==> src/rtl/core/mse_pkg.sv <==
`timescale 1ns / 1ps
package mse_pkg;

    // data memory geometry, power of two
    localparam int DMEM_WORDS = 1024;
    localparam int DMEM_AW    = $clog2(DMEM_WORDS);
    // clearing sweep covers the data memory and the register file
    localparam int CLR_CNT    = (DMEM_WORDS > 32) ? DMEM_WORDS : 32;
    localparam int CLR_W      = $clog2(CLR_CNT);

    localparam logic [31:0] START_PC_RST = 32'h0040_0000;
    localparam logic [31:0] V0_HALT      = 32'h0000_000a;
    localparam logic [31:0] JMP_REGION   = 32'hf000_0000;
    localparam logic [4:0]  REG_V0       = 5'd2;
    localparam logic [4:0]  REG_RA       = 5'd31;

    // primary opcodes
    localparam logic [5:0] OP_SPECIAL = 6'h00;
    localparam logic [5:0] OP_REGIMM  = 6'h01;
    localparam logic [5:0] OP_J       = 6'h02;
    localparam logic [5:0] OP_JAL     = 6'h03;
    localparam logic [5:0] OP_BEQ     = 6'h04;
    localparam logic [5:0] OP_BNE     = 6'h05;
    localparam logic [5:0] OP_BLEZ    = 6'h06;
    localparam logic [5:0] OP_BGTZ    = 6'h07;
    localparam logic [5:0] OP_ADDI    = 6'h08;
    localparam logic [5:0] OP_ADDIU   = 6'h09;
    localparam logic [5:0] OP_SLTI    = 6'h0a;
    localparam logic [5:0] OP_SLTIU   = 6'h0b;
    localparam logic [5:0] OP_ANDI    = 6'h0c;
    localparam logic [5:0] OP_ORI     = 6'h0d;
    localparam logic [5:0] OP_XORI    = 6'h0e;
    localparam logic [5:0] OP_LUI     = 6'h0f;
    localparam logic [5:0] OP_LB      = 6'h20;
    localparam logic [5:0] OP_LH      = 6'h21;
    localparam logic [5:0] OP_LW      = 6'h23;
    localparam logic [5:0] OP_LBU     = 6'h24;
    localparam logic [5:0] OP_LHU     = 6'h25;
    localparam logic [5:0] OP_SB      = 6'h28;
    localparam logic [5:0] OP_SH      = 6'h29;
    localparam logic [5:0] OP_SW      = 6'h2b;

    // special function codes
    localparam logic [5:0] FN_SLL     = 6'h00;
    localparam logic [5:0] FN_SRL     = 6'h02;
    localparam logic [5:0] FN_SRA     = 6'h03;
    localparam logic [5:0] FN_SLLV    = 6'h04;
    localparam logic [5:0] FN_SRLV    = 6'h06;
    localparam logic [5:0] FN_SRAV    = 6'h07;
    localparam logic [5:0] FN_JR      = 6'h08;
    localparam logic [5:0] FN_JALR    = 6'h09;
    localparam logic [5:0] FN_SYSCALL = 6'h0c;
    localparam logic [5:0] FN_MFHI    = 6'h10;
    localparam logic [5:0] FN_MTHI    = 6'h11;
    localparam logic [5:0] FN_MFLO    = 6'h12;
    localparam logic [5:0] FN_MTLO    = 6'h13;
    localparam logic [5:0] FN_MULT    = 6'h18;
    localparam logic [5:0] FN_MULTU   = 6'h19;
    localparam logic [5:0] FN_DIV     = 6'h1a;
    localparam logic [5:0] FN_DIVU    = 6'h1b;
    localparam logic [5:0] FN_ADD     = 6'h20;
    localparam logic [5:0] FN_ADDU    = 6'h21;
    localparam logic [5:0] FN_SUB     = 6'h22;
    localparam logic [5:0] FN_SUBU    = 6'h23;
    localparam logic [5:0] FN_AND     = 6'h24;
    localparam logic [5:0] FN_OR      = 6'h25;
    localparam logic [5:0] FN_XOR     = 6'h26;
    localparam logic [5:0] FN_NOR     = 6'h27;
    localparam logic [5:0] FN_SLT     = 6'h2a;
    localparam logic [5:0] FN_SLTU    = 6'h2b;

    // regimm codes
    localparam logic [4:0] RI_BLTZ    = 5'h00;
    localparam logic [4:0] RI_BGEZ    = 5'h01;
    localparam logic [4:0] RI_BLTZAL  = 5'h10;
    localparam logic [4:0] RI_BGEZAL  = 5'h11;

    typedef enum logic [2:0] {
        ST_OK       = 3'd0,
        ST_UNDEF    = 3'd1,
        ST_MISALIGN = 3'd2,
        ST_DIVZERO  = 3'd3,
        ST_HALT     = 3'd4
    } t_status;

    // item class set by the front end
    typedef enum logic [2:0] {
        CLS_PRELOAD,
        CLS_MULT,
        CLS_MULTU,
        CLS_DIV,
        CLS_DIVU,
        CLS_PLAIN
    } t_cls;

    typedef struct packed {
        t_cls        cls;
        logic [31:0] instr;
        logic [9:0]  pidx;
        logic [31:0] pword;
    } t_qent;

    function automatic logic [31:0] sext16(input logic [15:0] v);
        return {{16{v[15]}}, v};
    endfunction

    function automatic logic [31:0] sext8(input logic [7:0] v);
        return {{24{v[7]}}, v};
    endfunction

endpackage

==> src/rtl/core/mse_if.sv <==
`timescale 1ns / 1ps
interface mse_in_if;
    logic        valid;
    logic        ready;
    logic        req_type;
    logic [31:0] instr_word;
    logic [9:0]  preload_index;
    logic [31:0] preload_word;
    modport source (output valid, req_type, instr_word, preload_index, preload_word,
                    input ready);
    modport sink (input valid, req_type, instr_word, preload_index, preload_word,
                  output ready);
endinterface


==> src/rtl/core/mse_front.sv <==
`timescale 1ns / 1ps
module mse_front (
    mse_in_if.sink        i_in,
    input  logic          i_clr_busy,
    input  logic          i_q_full,
    output logic          o_push,
    output mse_pkg::t_qent o_ent
);

    logic [5:0] op;
    logic [5:0] fn;

    assign op = i_in.instr_word[31:26];
    assign fn = i_in.instr_word[5:0];

    // hold off while memory is being cleared or the queue is full
    assign i_in.ready = !i_clr_busy && !i_q_full;
    assign o_push     = i_in.valid && i_in.ready;

    // classify the word for the back end
    always_comb begin
        o_ent.instr = i_in.instr_word;
        o_ent.pidx  = i_in.preload_index;
        o_ent.pword = i_in.preload_word;
        o_ent.cls   = mse_pkg::CLS_PLAIN;
        if (i_in.req_type) begin
            o_ent.cls = mse_pkg::CLS_PRELOAD;
        end else if (op == mse_pkg::OP_SPECIAL) begin
            unique case (fn)
                mse_pkg::FN_MULT:  o_ent.cls = mse_pkg::CLS_MULT;
                mse_pkg::FN_MULTU: o_ent.cls = mse_pkg::CLS_MULTU;
                mse_pkg::FN_DIV:   o_ent.cls = mse_pkg::CLS_DIV;
                mse_pkg::FN_DIVU:  o_ent.cls = mse_pkg::CLS_DIVU;
                default:           o_ent.cls = mse_pkg::CLS_PLAIN;
            endcase
        end
    end

endmodule

==> src/flat_wrapper.sv <==
// flat-port wrapper written by rule: the top's interface ports become plain ports
module mse_front_flat 
  (i_clr_busy, i_q_full, o_push, o_ent, i_in_valid, i_in_req_type, i_in_instr_word, i_in_preload_index, i_in_preload_word, i_in_ready);
  mse_in_if i_in_i ();
  input  logic i_clr_busy;
  input  logic i_q_full;
  output logic o_push;
  output mse_pkg::t_qent o_ent;
  input wire logic [$bits(i_in_i.valid)-1:0] i_in_valid;
  input wire logic [$bits(i_in_i.req_type)-1:0] i_in_req_type;
  input wire logic [$bits(i_in_i.instr_word)-1:0] i_in_instr_word;
  input wire logic [$bits(i_in_i.preload_index)-1:0] i_in_preload_index;
  input wire logic [$bits(i_in_i.preload_word)-1:0] i_in_preload_word;
  output wire logic [$bits(i_in_i.ready)-1:0] i_in_ready;
  assign i_in_i.valid = i_in_valid;
  assign i_in_i.req_type = i_in_req_type;
  assign i_in_i.instr_word = i_in_instr_word;
  assign i_in_i.preload_index = i_in_preload_index;
  assign i_in_i.preload_word = i_in_preload_word;
  assign i_in_ready = i_in_i.ready;
  mse_front u_core (.i_in(i_in_i), .i_clr_busy(i_clr_busy), .i_q_full(i_q_full), .o_push(o_push), .o_ent(o_ent));
endmodule
==> config.mk <==
export PLATFORM = sky130hd
export DESIGN_NAME = mse_front_flat
export DESIGN_NICKNAME = d
export VERILOG_FILES = /design/src/rtl/core/mse_pkg.sv /design/src/rtl/core/mse_if.sv /design/src/rtl/core/mse_front.sv /design/src/flat_wrapper.sv
export SDC_FILE = /design/constraint.sdc
export NUM_CORES = 1
export LEC_CHECK = 0
export BUFFER_PORTS_ARGS = -buffer_cell sky130_fd_sc_hd__buf_2
export CORE_AREA = 2 2 60 62
export DETAILED_ROUTE_END_ITERATION = 10
export DIE_AREA = 0 0 62 64
export MAX_ROUTING_LAYER = met4
export PLACE_DENSITY_LB_ADDON = 0.08
export SLEW_MARGIN = 20
export SYNTH_ARGS = -nofsm -noshare
export SYNTH_HDL_FRONTEND = slang
export SYNTH_SLANG_ARGS = --single-unit
export TNS_END_PERCENT = 50
==> constraint.sdc <==
create_clock -name vclk -period 4.5
set_input_delay 1.35 -clock vclk [all_inputs]
set_output_delay 1.35 -clock vclk [all_outputs]
set_load 0.005 [all_outputs]
==> results.sh <==
export IMPL_status="finished, final reports clean"
export IMPL_cp_data_arrival_time_ps=2430
export IMPL_route_detailed_drc=0
export IMPL_cts_resized=0
export IMPL_fmax_mhz=264.2
export IMPL_die_h_um=64
export IMPL_initial_utilization=0.1943
export IMPL_worstPathRequired_ps=3150
export IMPL_routabilityCongestion=0.6529
export IMPL_yosysTopAreaCell="buf_4"
export IMPL_dp_cells=90
export IMPL_final_period_utilization=0.8410
export IMPL_synth_area_per_cell_um2=7.507
export IMPL_crit_path_end_kind="output pin"
export IMPL_die_x_um=62
export IMPL_die_area_um2=3968
export IMPL_max_slew_margin_rel=0.6302
export IMPL_yosysWarnings=0
export IMPL_ys_seq_area_frac=0
export IMPL_synth_common_cells="buf_4, a31oi_1, nor2_1"
export IMPL_dp_slack_ps=693.3
export IMPL_fin_util=0.09295
export IMPL_synth_top_cells_by_area="buf_4, nor3_4, a31oi_1"
export IMPL_layout_cells_non_filler=90
export IMPL_syn_instance_count=85
export IMPL_drv_slew=0
export IMPL_rows=21
export IMPL_setup_viol=0
export IMPL_area_delta_synth_final_pct=-52.16
export IMPL_setup_tns_ps=0
export IMPL_grt_overflow=0
export IMPL_synth_top_area_share=0.8706
export IMPL_post_cts_buffers=0
export IMPL_period_needed_ps=3784
export IMPL_drtIter0Drc=3
export IMPL_leakagePower_nw=0.1638
export IMPL_finalHoldViolations=0
export IMPL_stdcell_area_um2=305.3
export IMPL_crit_chain="buf_2 > or4_4 > nor3_4 > and3_1 > buf_2"
export IMPL_antenna_cells=0
export IMPL_cap_viol_max_count=0
export IMPL_ant_nets=0
export IMPL_clkbuf_count=0
export IMPL_syn_num_nets=163
export IMPL_dpl_cell_area_um2=305.3
export IMPL_cp_top_family="simple AND/OR/NAND/NOR gates"
export IMPL_crit_path_start_kind="input port"
export IMPL_worst_slack_ps=715.6
export IMPL_pwr_density_cell_nw_per_um2=66.59
export IMPL_hold_class="in -> out"
export IMPL_io_pins=157
export IMPL_netlist_area_um2=638.1
export IMPL_dr_pass1_iters=3
export IMPL_vias=275
export IMPL_seq_cells=0
export IMPL_grt_usage=0.03532
export IMPL_antenna_found_initial=0
export IMPL_cts_hold_repair_buffers=0
export IMPL_hold_ws_ps=2700
export IMPL_crit_fanout=3
export IMPL_worstSetupPathType="in -> out"
export IMPL_seq_area_um2=0
export IMPL_vias_per_cell=3.056
export IMPL_power_total_uw=20.33
export IMPL_slowest_delay_ps=540
export IMPL_synth_most_common_cell="buf_4"
export IMPL_drt_total_wl_um=868
export IMPL_grt_pass1_wl_um=1124
export IMPL_crit_path_top_delay_cell="or4_4"
export IMPL_routedWlPerCell_um=9.644
export IMPL_io_buffers=33
export IMPL_layout_drive_gt1_share=0.7955
export IMPL_grt_max_degree=5
export IMPL_core_area_um2=3284
export IMPL_crit_buf_inv=2
export IMPL_grt_setup_unrepaired="no"
export IMPL_tightestPinTransition_ps=547.2
export IMPL_ys_types=10
export IMPL_grt_pass1_vias=269
export IMPL_ir_worst_vdd_mv=0.007469
export IMPL_nNetsFinal=124
export IMPL_cp_common_cell="buf_2"
## report_power, final
| part | switching (mW) | internal (mW) | leakage, nW |
|---|---|---|---|
| Sequential | 0 | 0 | 0 |
| Clock | 0 | 0 | 0 |
| Combinational | 0.00860 | 0.0117 | 0.164 |
## per-layer routing
| layer | vias to the layer above | GRT usage | share of wire |
|---|---|---|---|
| met5 | - | - | 0 |
| met4 | 0 | 0.06117 | 0.15 |
| met3 | 28 | 0.02024 | 0.24 |
| met2 | 28 | 0.05208 | 0.42 |
| met1 | 109 | 0.01697 | 0.19 |
| li1 | 110 | - | - |
## cell type report
| type | count | area, um^2 |
|---|---|---|
| Multi-Input combinational cell | 11 | 82.58 |
| Tap cell | 46 | 57.56 |
| Fill cell | 397 | 2979 |
| Timing Repair Buffer | 33 | 165.2 |
## path summary, 6_finish.rpt
| kind | from | endpoint | slack, ps | cells past startpoint |
|---|---|---|---|---|
| worst min-delay path | i_in_preload_word[0] | o_ent[0] | 2700 | 0 |
| worst max-delay path | i_in_instr_word[29] | o_ent[75] | 720 | 5 |
## cell families (layout without fill, tap and decap cells)
kind of cell           after synthesis  count (layout)  synth area share
buffers and inverters               74              33            0.8706
AND/OR/NAND/NOR                      8               8           0.09610
AO/OA/AOI/OAI                        2               2           0.01960
XOR/XNOR                             1               1           0.01373
## cells in the final DEF (no fill, tap or decap), drive strengths merged
| master | instances |
|---|---|
| nor4bb | 1 |
| and2 | 1 |
| and3 | 1 |
| xnor2 | 1 |
| or4 | 1 |
| nor2 | 2 |
| nand2 | 1 |
| nor3 | 1 |
| a31oi | 2 |
| buf | 33 |
(Power assumes the default switching activity.)
