**src/rtl/core/mse_pkg.sv**
```systemverilog
`timescale 1ns / 1ps
package mse_pkg;

    // data memory geometry, power of two
    localparam int DMEM_WORDS = 1024;
    localparam int DMEM_AW    = $clog2(DMEM_WORDS);
    // clearing sweep covers the data memory and the register file
    localparam int CLR_CNT    = (DMEM_WORDS > 32) ? DMEM_WORDS : 32;
    localparam int CLR_W      = $clog2(CLR_CNT);

    localparam logic [31:0] START_PC_RST = 32'h0040_0000;
    localparam logic [31:0] V0_HALT      = 32'h0000_000a;
    localparam logic [31:0] JMP_REGION   = 32'hf000_0000;
    localparam logic [4:0]  REG_V0       = 5'd2;
    localparam logic [4:0]  REG_RA       = 5'd31;

    // primary opcodes
    localparam logic [5:0] OP_SPECIAL = 6'h00;
    localparam logic [5:0] OP_REGIMM  = 6'h01;
    localparam logic [5:0] OP_J       = 6'h02;
    localparam logic [5:0] OP_JAL     = 6'h03;
    localparam logic [5:0] OP_BEQ     = 6'h04;
    localparam logic [5:0] OP_BNE     = 6'h05;
    localparam logic [5:0] OP_BLEZ    = 6'h06;
    localparam logic [5:0] OP_BGTZ    = 6'h07;
    localparam logic [5:0] OP_ADDI    = 6'h08;
    localparam logic [5:0] OP_ADDIU   = 6'h09;
    localparam logic [5:0] OP_SLTI    = 6'h0a;
    localparam logic [5:0] OP_SLTIU   = 6'h0b;
    localparam logic [5:0] OP_ANDI    = 6'h0c;
    localparam logic [5:0] OP_ORI     = 6'h0d;
    localparam logic [5:0] OP_XORI    = 6'h0e;
    localparam logic [5:0] OP_LUI     = 6'h0f;
    localparam logic [5:0] OP_LB      = 6'h20;
    localparam logic [5:0] OP_LH      = 6'h21;
    localparam logic [5:0] OP_LW      = 6'h23;
    localparam logic [5:0] OP_LBU     = 6'h24;
    localparam logic [5:0] OP_LHU     = 6'h25;
    localparam logic [5:0] OP_SB      = 6'h28;
    localparam logic [5:0] OP_SH      = 6'h29;
    localparam logic [5:0] OP_SW      = 6'h2b;

    // special function codes
    localparam logic [5:0] FN_SLL     = 6'h00;
    localparam logic [5:0] FN_SRL     = 6'h02;
    localparam logic [5:0] FN_SRA     = 6'h03;
    localparam logic [5:0] FN_SLLV    = 6'h04;
    localparam logic [5:0] FN_SRLV    = 6'h06;
    localparam logic [5:0] FN_SRAV    = 6'h07;
    localparam logic [5:0] FN_JR      = 6'h08;
    localparam logic [5:0] FN_JALR    = 6'h09;
    localparam logic [5:0] FN_SYSCALL = 6'h0c;
    localparam logic [5:0] FN_MFHI    = 6'h10;
    localparam logic [5:0] FN_MTHI    = 6'h11;
    localparam logic [5:0] FN_MFLO    = 6'h12;
    localparam logic [5:0] FN_MTLO    = 6'h13;
    localparam logic [5:0] FN_MULT    = 6'h18;
    localparam logic [5:0] FN_MULTU   = 6'h19;
    localparam logic [5:0] FN_DIV     = 6'h1a;
    localparam logic [5:0] FN_DIVU    = 6'h1b;
    localparam logic [5:0] FN_ADD     = 6'h20;
    localparam logic [5:0] FN_ADDU    = 6'h21;
    localparam logic [5:0] FN_SUB     = 6'h22;
    localparam logic [5:0] FN_SUBU    = 6'h23;
    localparam logic [5:0] FN_AND     = 6'h24;
    localparam logic [5:0] FN_OR      = 6'h25;
    localparam logic [5:0] FN_XOR     = 6'h26;
    localparam logic [5:0] FN_NOR     = 6'h27;
    localparam logic [5:0] FN_SLT     = 6'h2a;
    localparam logic [5:0] FN_SLTU    = 6'h2b;

    // regimm codes
    localparam logic [4:0] RI_BLTZ    = 5'h00;
    localparam logic [4:0] RI_BGEZ    = 5'h01;
    localparam logic [4:0] RI_BLTZAL  = 5'h10;
    localparam logic [4:0] RI_BGEZAL  = 5'h11;

    typedef enum logic [2:0] {
        ST_OK       = 3'd0,
        ST_UNDEF    = 3'd1,
        ST_MISALIGN = 3'd2,
        ST_DIVZERO  = 3'd3,
        ST_HALT     = 3'd4
    } t_status;

    // item class set by the front end
    typedef enum logic [2:0] {
        CLS_PRELOAD,
        CLS_MULT,
        CLS_MULTU,
        CLS_DIV,
        CLS_DIVU,
        CLS_PLAIN
    } t_cls;

    typedef struct packed {
        t_cls        cls;
        logic [31:0] instr;
        logic [9:0]  pidx;
        logic [31:0] pword;
    } t_qent;

    function automatic logic [31:0] sext16(input logic [15:0] v);
        return {{16{v[15]}}, v};
    endfunction

    function automatic logic [31:0] sext8(input logic [7:0] v);
        return {{24{v[7]}}, v};
    endfunction

endpackage

```
**src/rtl/core/mse_queue.sv**
```systemverilog
`timescale 1ns / 1ps
module mse_queue (
    input  logic           i_clk,
    input  logic           i_rst_n,
    input  logic           i_push,
    input  mse_pkg::t_qent i_ent,
    output logic           o_full,
    input  logic           i_pop,
    output logic           o_valid,
    output mse_pkg::t_qent o_ent
);

    mse_pkg::t_qent r_mem [2];
    logic           r_wp;
    logic           r_rp;
    logic [1:0]     r_cnt;

    assign o_full  = (r_cnt == 2'd2);
    assign o_valid = (r_cnt != 2'd0);
    assign o_ent   = r_mem[r_rp];

    // two-entry fifo pointers
    always_ff @(posedge i_clk) begin
        if (!i_rst_n) begin
            r_wp  <= 1'b0;
            r_rp  <= 1'b0;
            r_cnt <= 2'd0;
        end else begin
            if (i_push) begin
                r_wp <= ~r_wp;
            end
            if (i_pop) begin
                r_rp <= ~r_rp;
            end
            r_cnt <= r_cnt + 2'(i_push) - 2'(i_pop);
        end
    end

    // storage
    always_ff @(posedge i_clk) begin
        if (i_push) begin
            r_mem[r_wp] <= i_ent;
        end
    end

endmodule

```
**config.mk**
```make
export PLATFORM = sky130hd
export DESIGN_NAME = mse_queue
export DESIGN_NICKNAME = d
export VERILOG_FILES = /design/src/rtl/core/mse_pkg.sv /design/src/rtl/core/mse_queue.sv
export SDC_FILE = /design/constraint.sdc
export NUM_CORES = 1
export LEC_CHECK = 0
export BUFFER_PORTS_ARGS = -buffer_cell sky130_fd_sc_hd__buf_2
export CAP_MARGIN = 0
export CORE_UTILIZATION = 50
export CTS_CLUSTER_DIAMETER = 120
export DETAILED_ROUTE_END_ITERATION = 6
export PLACE_DENSITY = 0.77
export SYNTH_ARGS = -nofsm -noshare
export SYNTH_HDL_FRONTEND = slang
export SYNTH_SLANG_ARGS = --single-unit
```
**constraint.sdc**
```tcl
create_clock -name i_clk -period 6.7 [get_ports i_clk]
set_clock_uncertainty 0.2 [all_clocks]
set_input_delay 1.005 -clock i_clk [delete_from_list [all_inputs] [get_ports i_clk]]
set_output_delay 1.005 -clock i_clk [all_outputs]
set_load 0.03 [all_outputs]
```
==> impl_metrics.ini, run 1 <==
[clock_tree]
cts.repair.resized = 0
numCtsBuffers = 17
cts_setup_buffers = 0
cts_max_level = 4
worst_skew_pair.late_latency_ns = 0.41
clock_tree_from_tritoncts = built
clk_transition_reported_paths_ns = 0.06
clock_tree.root_cell = clkbuf_16
cts_hold_buffers = 0
cts-root-to-sink-buffers = 2
tritoncts_num_sinks = 159

[critical_path]
worst_setup_path_start_kind = flip-flop
critPathCaptureType = primary output
worst-setup-path-type = reg2out
timing.critical_path.arrival_ns = 2.32
critical_path.max_fanout = 40
worstPathRequired_ns = 5.49

[floorplan]
core.rowCount = 39
fp.dieW_um = 111
dieArea_um2 = 12300
die-height_um = 111
core_um2 = 11500
design.portCount = 160
floorplan.initialDensity_pct = 51.5

[sta]
timing_worst_slew_pin_value_ns = 1.10
slew_viol_final = 0
min_period_over_period_pct = 52.6
timing.slew.headroom_pct = 26.6
setup_tns_ns = 0
max_clock_freq_mhz = 284
final_period_minus_worst_setup_slack_ns = 3.52
timing_hold_violations_final = 0
setup_violations = 0
rsz_0062_raised_after_global_routing = false

[logic_synthesis]
synth.top_cell.area_share_pct = 78.3
syn_area_per_cell_um2 = 22.6
synth.net_count = 344
synthesis.instances = 261
synth-seq-area-share_pct = 80.0
yosys_warnings = 0
synthesis.area_um2 = 5910
synth.area.top_cells = edfxtp_1 78%, mux2_2 9.0%, mux2_4 7.6%
yosys.cell_types.count = 14
yosysTopAreaCell = edfxtp_1
yosys_register_bits = 159

[layout]
layout_commonest_cell = buf_2
n_antenna_cell = 0
total_area_of_sequential_cells_um2 = 4730
final_nets = 515
nFillCells = 785
multi_input_comb_area_um2 = 1110
layout-area-overhead-vs-synth_pct = 26.6
final_cell_mix = 159 x buf_2, 154 x edfxtp_1, 47 x mux2_2
drive_above_1_share_pct = 61.1

[pwr]
power_leakage_nw = 2.91
cell_internal_pwr_mw = 1.93
power.density_nw_per_um2 = 335
power_switching_share_pct = 22.9
p_comb_share_pct = 12.3
total_switching_power_mw = 0.575
report.power.total_mw = 2.51
clockPowerShare_pct = 40.9
seqPwrFrac_pct = 46.8
max-vdd-ir-drop_mv = 0.201

[global_route]
antenna_violations_before_repair = 0
grt_max_degree = 78
overflow = 0
grt_pass1_wl_um = 14900
global_route.usage.total_pct = 16.2
first_global_vias = 3090

[run]
drv_cap = 0

[hold_path]
worst_hold_path_type = reg2reg

[drt]
viasPerCell = 5.02
antenna_left = 0
total_vias_in_the_final_route = 2954
first_iter_violations = 112
drt_wl_total_um = 9510
drcViolationCount = 0
avgRoutedWirePerCell_um = 16.2
drt_first_pass_iters = 4

[placement]
gpl.final_weighted_congestion = 0.698
port-buffer-count = 159
hpwl_um = 6220

[run_status]
result_of_the_run = finished clean
-- cell usage after synthesis --
cell type,instances
or2_2,1
xor2_1,1
edfxtp_1,154
ha_1,2
and2_1,4
mux2_4,30
mux2_2,47
xnor3_1,1
o21a_1,1
dfxtp_1,5
buf_2,4
inv_1,2
buf_6,5
nor2b_1,4
-- critical path: stages, from the launching register on --
cell and delay, ns:
dfxtp_4 0.68, buf_4 0.61, mux2_2 0.40, buf_2 0.17
-- final timing paths --
path | from | end | slack (ns) | depth (start not counted)
setup / recovery | flip-flop | o_ent[1] | 3.18 | 3
hold / removal | r_rp | flip-flop | 0.37 | 2
setup reg to reg | r_wp | r_mem[0][45] | 4.26 | 2
hold reg to reg | r_rp | flip-flop | 0.37 | 2
-- stage by stage --
stage	area, µm²	worst slack, ns	utilization (%)	hold slack, ns	instances
after global routing	7480	3.01	65.2	0.400	588
after detailed placement	6840	3.41	59.6	0.358	556
after CTS	7480	3.10	65.2	0.376	588
after global placement	6840	3.46	59.6	0.357	556
final	7480	3.18	65.2	0.373	588
after floorplan	5910	1.57	-	0.355	261
-- cell families after synthesis --
logic type	synth area share, %
compound gates	0.127
buf+inv	1.42
xor+xnor	0.529
fa+ha+maj	0.423
mux	16.6
flops	80.0
simple gates	0.953
-- per-layer routing --
layer / GRT usage (%) / share of wire [%] / vias to the layer above
li1: - / - / 1371
met2: 26.2 / 49 / 121
met4: 8.18 / 1.6 / 0
met1: 19.3 / 41 / 1445
met5: 0 / 0 / -
met3: 5.80 / 7.7 / 17
-- layout make-up --
cell class,count,share of cell area [%]
Clock buffer,18,5.74
Clock inverter,14,2.88
Inverter,2,0.100
Multi-Input combinational cell,91,14.8
Sequential cell,159,63.2
Tap cell,143,2.39
Timing Repair Buffer,161,10.8
-- registers in the layout, summed over array words and instances, names as in the netlist, named ones only --
name / cells
r_mem: 154
r_cnt: 2
r_rp: 1
r_wp: 1
-- power groups by stage --
stage | logic, mW | clock network [mW] | registers (mW)
5_1_grt | 0.325 | 1.09 | 1.18
2_1_floorplan | 0.233 | 0 | 1.18
6_report | 0.308 | 1.03 | 1.17
4_1_cts | 0.312 | 1.05 | 1.17
3_5_place_dp | 0.311 | 0 | 1.20
3_3_place_gp | 0.305 | 0 | 1.19
Power figures use the tool's default switching activity.
==> run 2, diff against run 1 <==
--- a/config.mk
+++ b/config.mk
@@ -7,10 +7,10 @@
 export LEC_CHECK = 0
 export BUFFER_PORTS_ARGS = -buffer_cell sky130_fd_sc_hd__buf_2
 export CAP_MARGIN = 0
-export CORE_UTILIZATION = 50
+export CORE_UTILIZATION = 47
 export CTS_CLUSTER_DIAMETER = 120
 export DETAILED_ROUTE_END_ITERATION = 6
-export PLACE_DENSITY = 0.77
+export PLACE_DENSITY = 0.76
 export SYNTH_ARGS = -nofsm -noshare
 export SYNTH_HDL_FRONTEND = slang
 export SYNTH_SLANG_ARGS = --single-unit
==> constraint.sdc (replaced) <==
create_clock -name i_clk -period 3 [get_ports i_clk]
set_clock_uncertainty 0.2 [all_clocks]
set_input_delay 0.45 -clock i_clk [delete_from_list [all_inputs] [get_ports i_clk]]
set_output_delay 0.45 -clock i_clk [all_outputs]
set_load 0.03 [all_outputs]
==> run 2 against run 1 <==
Net effect: first-iteration DRC count decreased by 6.3%; critical path depth unchanged; die area rose by 6.3%; critical path type unchanged; utilization is 3.2 points lower; non-clock buffer count increased by 3; final cell count up 4.8%; worst setup slack got worse by 2.6 ns; sequential share of layout area decreased by 0.29 points; global-route usage down 0.59 points; flip-flop and latch count unchanged; combinational power grew 130%.
==> impl_metrics.ini, run 2 (synthesized netlist as in run 1, its figures left out) <==
[clock_tree]
worst_skew_pair.late_latency_ns = 0.42
cts_max_level = 4
clock_tree.root_cell = clkbuf_16
cts-root-to-sink-buffers = 2
clock_tree_from_tritoncts = built
tritoncts_num_sinks = 159
numCtsBuffers = 17
clk_transition_reported_paths_ns = 0.06
cts_hold_buffers = 0
cts_setup_buffers = 0
cts.repair.resized = 0

[hold_path]
hold_path_depth = 1
min_from = i_ent[23]
hold_end = r_mem[1][23]
worst_hold_path_type = in2reg

[critical_path]
crit_path_leading_delay_family = buffers and inverters
crit_chain = buf_4 > mux2_2 > buf_2
timing.critical_path.arrival_ns = 1.81
worst-setup-path-type = reg2out
critical_path.max_fanout = 38
rr_endpoint = r_mem[1][16]
path_buf_inv = 2
cpMaxStageDelayCell = buf_4
worst_setup_path_start_kind = flip-flop
r2r_start = r_wp
largest_incremental_delay_on_the_critical_path_ns = 0.43
reg2reg_depth = 2
r2r_setup_slack_ns = 1.22
critPathCaptureType = primary output
worstPathRequired_ns = 2.35

[run]
drv_cap = 0

[placement]
gpl.final_weighted_congestion = 0.694
place.detailed.instances = 584
port-buffer-count = 159
hpwl_um = 6140

[global_route]
grt_max_degree = 41
grt_pass1_wl_um = 14700
first_global_vias = 2964
global_route.usage.total_pct = 15.6
antenna_violations_before_repair = 0
overflow = 0

[drt]
first_iter_violations = 105
antenna_left = 0
drt_wl_total_um = 9600
avgRoutedWirePerCell_um = 15.6
drcViolationCount = 0
total_vias_in_the_final_route = 2898
viasPerCell = 4.70
drt_first_pass_iters = 5

[layout]
nFillCells = 896
final_nets = 518
layout_commonest_cell = buf_2
drive_above_1_share_pct = 60.9
layout_top_registers = r_mem x154, r_cnt x2
largest_register = r_mem
finalNonFillerCells = 616
final_cell_mix = 159 x buf_2, 154 x edfxtp_1, 47 x mux2_2
n_antenna_cell = 0
largest_register_ffs = 154
layout-area-overhead-vs-synth_pct = 27.2

[floorplan]
core_um2 = 12100
dieArea_um2 = 13000
fp.dieW_um = 114
design.portCount = 160
core.rowCount = 40
floorplan.initialDensity_pct = 48.8
die-height_um = 114

[sta]
timing_hold_violations_final = 0
setup_violations = 0
setup_tns_ns = 0
min_period_over_period_pct = 82.1
timing_worst_slew_pin_value_ns = 0.585
timing.slew.headroom_pct = 61.0
rsz_0062_raised_after_global_routing = false
max_clock_freq_mhz = 406
final_period_minus_worst_setup_slack_ns = 2.46
slew_viol_final = 0

[pwr]
power.density_nw_per_um2 = 724
max-vdd-ir-drop_mv = 0.439
power_leakage_nw = 2.92

[run_status]
result_of_the_run = finished clean
[run 2: cell types whose count changed in the layout (fill, tap and decap cells not counted)]
cell | before | now
clkinv_4 | 4 | 0
buf_12 | 0 | 2
buf_4 | 2 | 3
clkinv_1 | 1 | 0
bufinv_16 | 5 | 2
inv_6 | 1 | 0
clkbuf_8 | 0 | 6
clkbuf_1 | 1 | 4
[run 2: where the power goes]
group | switching (mW) | leakage (nW) | internal [mW]
registers | 0.0299 | 1.49 | 2.57
clock network | 0.771 | 0.294 | 1.36
logic | 0.435 | 1.13 | 0.280
total | 1.24 | 2.92 | 4.20
[run 2: how the worst max path moves through the flow]
stage                              to  cells past startpoint
after floorplan           r_mem[1][0]                      1
after detailed placement     o_ent[8]                      3
after global routing         o_ent[7]                      3
after global placement       o_ent[8]                      3
after CTS                    o_ent[7]                      3
final                       o_ent[21]                      3
[run 2: layer usage]
metal	GRT usage, %	part of all wire [%]	vias up
li1	-	-	1377
met1	18.8	41	1391
met2	24.8	49	112
met3	5.56	7.3	18
met4	8.31	2.0	0
met5	0	0	-
[run 2: worst register-to-register path, stage by stage, from the launching register on]
cell and delay (ns):
dfxtp_1 0.38, and2_4 0.55, buf_12 0.33
[run 2: layout make-up]
type / instances / area [µm²] / area share, %
Sequential cell: 159 / 4730 / 62.9
Multi-Input combinational cell: 91 / 1110 / 14.8
Timing Repair Buffer: 164 / 858 / 11.4
Clock buffer: 27 / 523 / 6.96
Tap cell: 168 / 210 / 2.80
Clock inverter: 5 / 77.6 / 1.03
Inverter: 2 / 7.51 / 0.0999
[run 2: per-stage QoR]
step / hold slack (ns) / setup WS (ns) / cell area [µm²] / utilization [%] / power [mW]
after floorplan: 0.349 / 0.116 / 5920 / - / 3.16
after CTS: 0.000767 / 0.507 / 7510 / 62.0 / 5.49
after global placement: 0.368 / 0.957 / 6910 / 57.1 / 3.35
after detailed placement: 0.376 / 0.958 / 6910 / 57.1 / 3.37
after global routing: 0.000801 / 0.452 / 7510 / 62.0 / 5.62
final: 0.0174 / 0.536 / 7510 / 62.0 / 5.44
==> run 3, diff against run 2 <==
--- a/config.mk
+++ b/config.mk
@@ -7,10 +7,10 @@
 export LEC_CHECK = 0
 export BUFFER_PORTS_ARGS = -buffer_cell sky130_fd_sc_hd__buf_2
 export CAP_MARGIN = 0
-export CORE_UTILIZATION = 47
+export CORE_UTILIZATION = 50
 export CTS_CLUSTER_DIAMETER = 120
 export DETAILED_ROUTE_END_ITERATION = 6
-export PLACE_DENSITY = 0.76
+export PLACE_DENSITY = 0.77
 export SYNTH_ARGS = -nofsm -noshare
 export SYNTH_HDL_FRONTEND = slang
 export SYNTH_SLANG_ARGS = --single-unit
==> constraint.sdc (replaced) <==
create_clock -name i_clk -period 2.4 [get_ports i_clk]
set_clock_uncertainty 0.2 [all_clocks]
set_input_delay 0.36 -clock i_clk [delete_from_list [all_inputs] [get_ports i_clk]]
set_output_delay 0.36 -clock i_clk [all_outputs]
set_load 0.03 [all_outputs]
==> run 3 against run 2 <==
Net effect: clock power rose by 24%; wire length increased by 16%; critical path type unchanged; largest power group unchanged; sequential power up 25%; final area up 10%; final cell count grew 8.8%.
==> impl_metrics.ini, run 3 (synthesized netlist as in run 1, its figures left out) <==
[layout]
largest_register = r_mem
nFillCells = 691
layout_commonest_cell = buf_2
multi_input_comb_area_um2 = 1110
n_antenna_cell = 0
drive_above_1_share_pct = 51.6
finalNonFillerCells = 670
layout_top_registers = r_mem x154, r_cnt x2
total_area_of_sequential_cells_um2 = 4730
final_cell_mix = 159 x buf_2, 154 x edfxtp_1, 78 x dlygate4sd3_1
largest_register_ffs = 154
final_nets = 597
postLayoutCellArea_um2 = 8280
layout-area-overhead-vs-synth_pct = 40.1

[run]
drv_cap = 0

[sta]
postLayoutSetupSlackWorst_ns = 0.191
setup_violations = 0
timing_hold_violations_final = 0
min_period_over_period_pct = 92.1
rsz_0062_raised_after_global_routing = false
timing_worst_slew_pin_value_ns = 0.392
max_clock_freq_mhz = 453
final_period_minus_worst_setup_slack_ns = 2.21
timing.slew.headroom_pct = 73.9
setup_tns_ns = 0
slew_viol_final = 0

[floorplan]
core_um2 = 11500
design.portCount = 160
floorplan.initialDensity_pct = 51.5
dieArea_um2 = 12300
fp.dieW_um = 111
core.rowCount = 39
die-height_um = 111

[drt]
avgRoutedWirePerCell_um = 16.6
drcViolationCount = 0
drt_wl_total_um = 11100
drt_first_pass_iters = 4
viasPerCell = 4.86
first_iter_violations = 174
total_vias_in_the_final_route = 3255
antenna_left = 0

[global_route]
antenna_violations_before_repair = 0
overflow = 0
grt_pass1_wl_um = 17100
grt_max_degree = 54
first_global_vias = 3498
global_route.usage.total_pct = 18.7

[pwr]
power.density_nw_per_um2 = 834
power_leakage_nw = 3.24
cell_internal_pwr_mw = 5.27
max-vdd-ir-drop_mv = 0.530
p_comb_share_pct = 14.7
seqPwrFrac_pct = 47.1
total_switching_power_mw = 1.63
report.power.total_mw = 6.91
power_switching_share_pct = 23.6
clockPowerShare_pct = 38.3

[critical_path]
worst_setup_path_start_kind = flip-flop
worst-setup-path-type = reg2out
critPathCaptureType = primary output
worstPathRequired_ns = 1.84
timing.critical_path.arrival_ns = 1.65
critical_path.max_fanout = 36

[placement]
gpl.final_weighted_congestion = 0.688
placement.cell_area_um2 = 6920
port-buffer-count = 159
post-place-ws_ns = 0.642
place.detailed.instances = 560
hpwl_um = 6650

[clock_tree]
clock_tree.root_cell = clkbuf_16
cts-root-to-sink-buffers = 2
clk_transition_reported_paths_ns = 0.06
cts.repair.resized = 0
clock_tree_from_tritoncts = built
tritoncts_num_sinks = 159
cts_hold_buffers = 78
cts_max_level = 4
cts_setup_buffers = 0
worst_skew_pair.late_latency_ns = 0.42
numCtsBuffers = 17

[hold_path]
worst_hold_path_type = in2reg

[run_status]
result_of_the_run = finished clean
run 3: changes by cell type in the layout (fill, tap and decap cells not counted):
cell | previous run | this run
clkbuf_1 | 4 | 3
clkinv_1 | 0 | 3
bufinv_16 | 2 | 3
clkinvlp_4 | 1 | 2
clkbuf_8 | 6 | 0
clkinv_4 | 0 | 2
dlygate4sd3_1 | 0 | 78
buf_4 | 3 | 2
buf_12 | 2 | 4
run 3: worst paths after layout:
| check | startpoint | end | slack, ns | cells after the start |
|---|---|---|---|---|
| setup / recovery | flip-flop | o_ent[3] | 0.19 | 3 |
| hold / removal | i_pop | flip-flop | 0.12 | 3 |
| setup reg to reg | r_wp | r_mem[1][59] | 0.75 | 2 |
| hold reg to reg | r_rp | flip-flop | 0.38 | 2 |
run 3: power by group through the flow:
stage	sequential [mW]	combinational, mW	clock, mW
after floorplan	3.30	0.651	0
after global placement	3.30	0.899	0
after detailed placement	3.31	0.918	0
after CTS	3.25	1.02	2.68
after global routing	3.26	1.07	2.79
final	3.25	1.01	2.64
run 3: worst max-delay path, stage by stage, from the launching register on:
cell     delay, ns
dfxtp_4       0.37
buf_12        0.24
mux2_2        0.40
buf_2         0.19
run 3: metrics by stage:
step | utilization, % | hold slack, ns
after global placement | 60.3 | 0.348
final | 72.2 | 0.118
after global routing | 72.2 | 0.118
after detailed placement | 60.3 | 0.352
after floorplan | - | 0.259
after CTS | 72.2 | 0.109
run 3: routing by layer:
metal / vias up / wire [µm] / GRT usage [%]
met3: 21 / 725 / 7.55
met1: 1580 / 4400 / 20.4
li1: 1533 / - / -
met5: - / 0 / 0
met2: 121 / 5800 / 32.3
met4: 0 / 180 / 7.56
run 3: area by class of cell:
type / instances / area share (%)
clock buffers: 20 / 5.28
clock inverters: 12 / 1.74
inverters: 2 / 0.0907
multi-input cells: 91 / 13.4
flip-flops and latches: 159 / 57.1
well taps: 143 / 2.16
repair buffers: 243 / 20.2
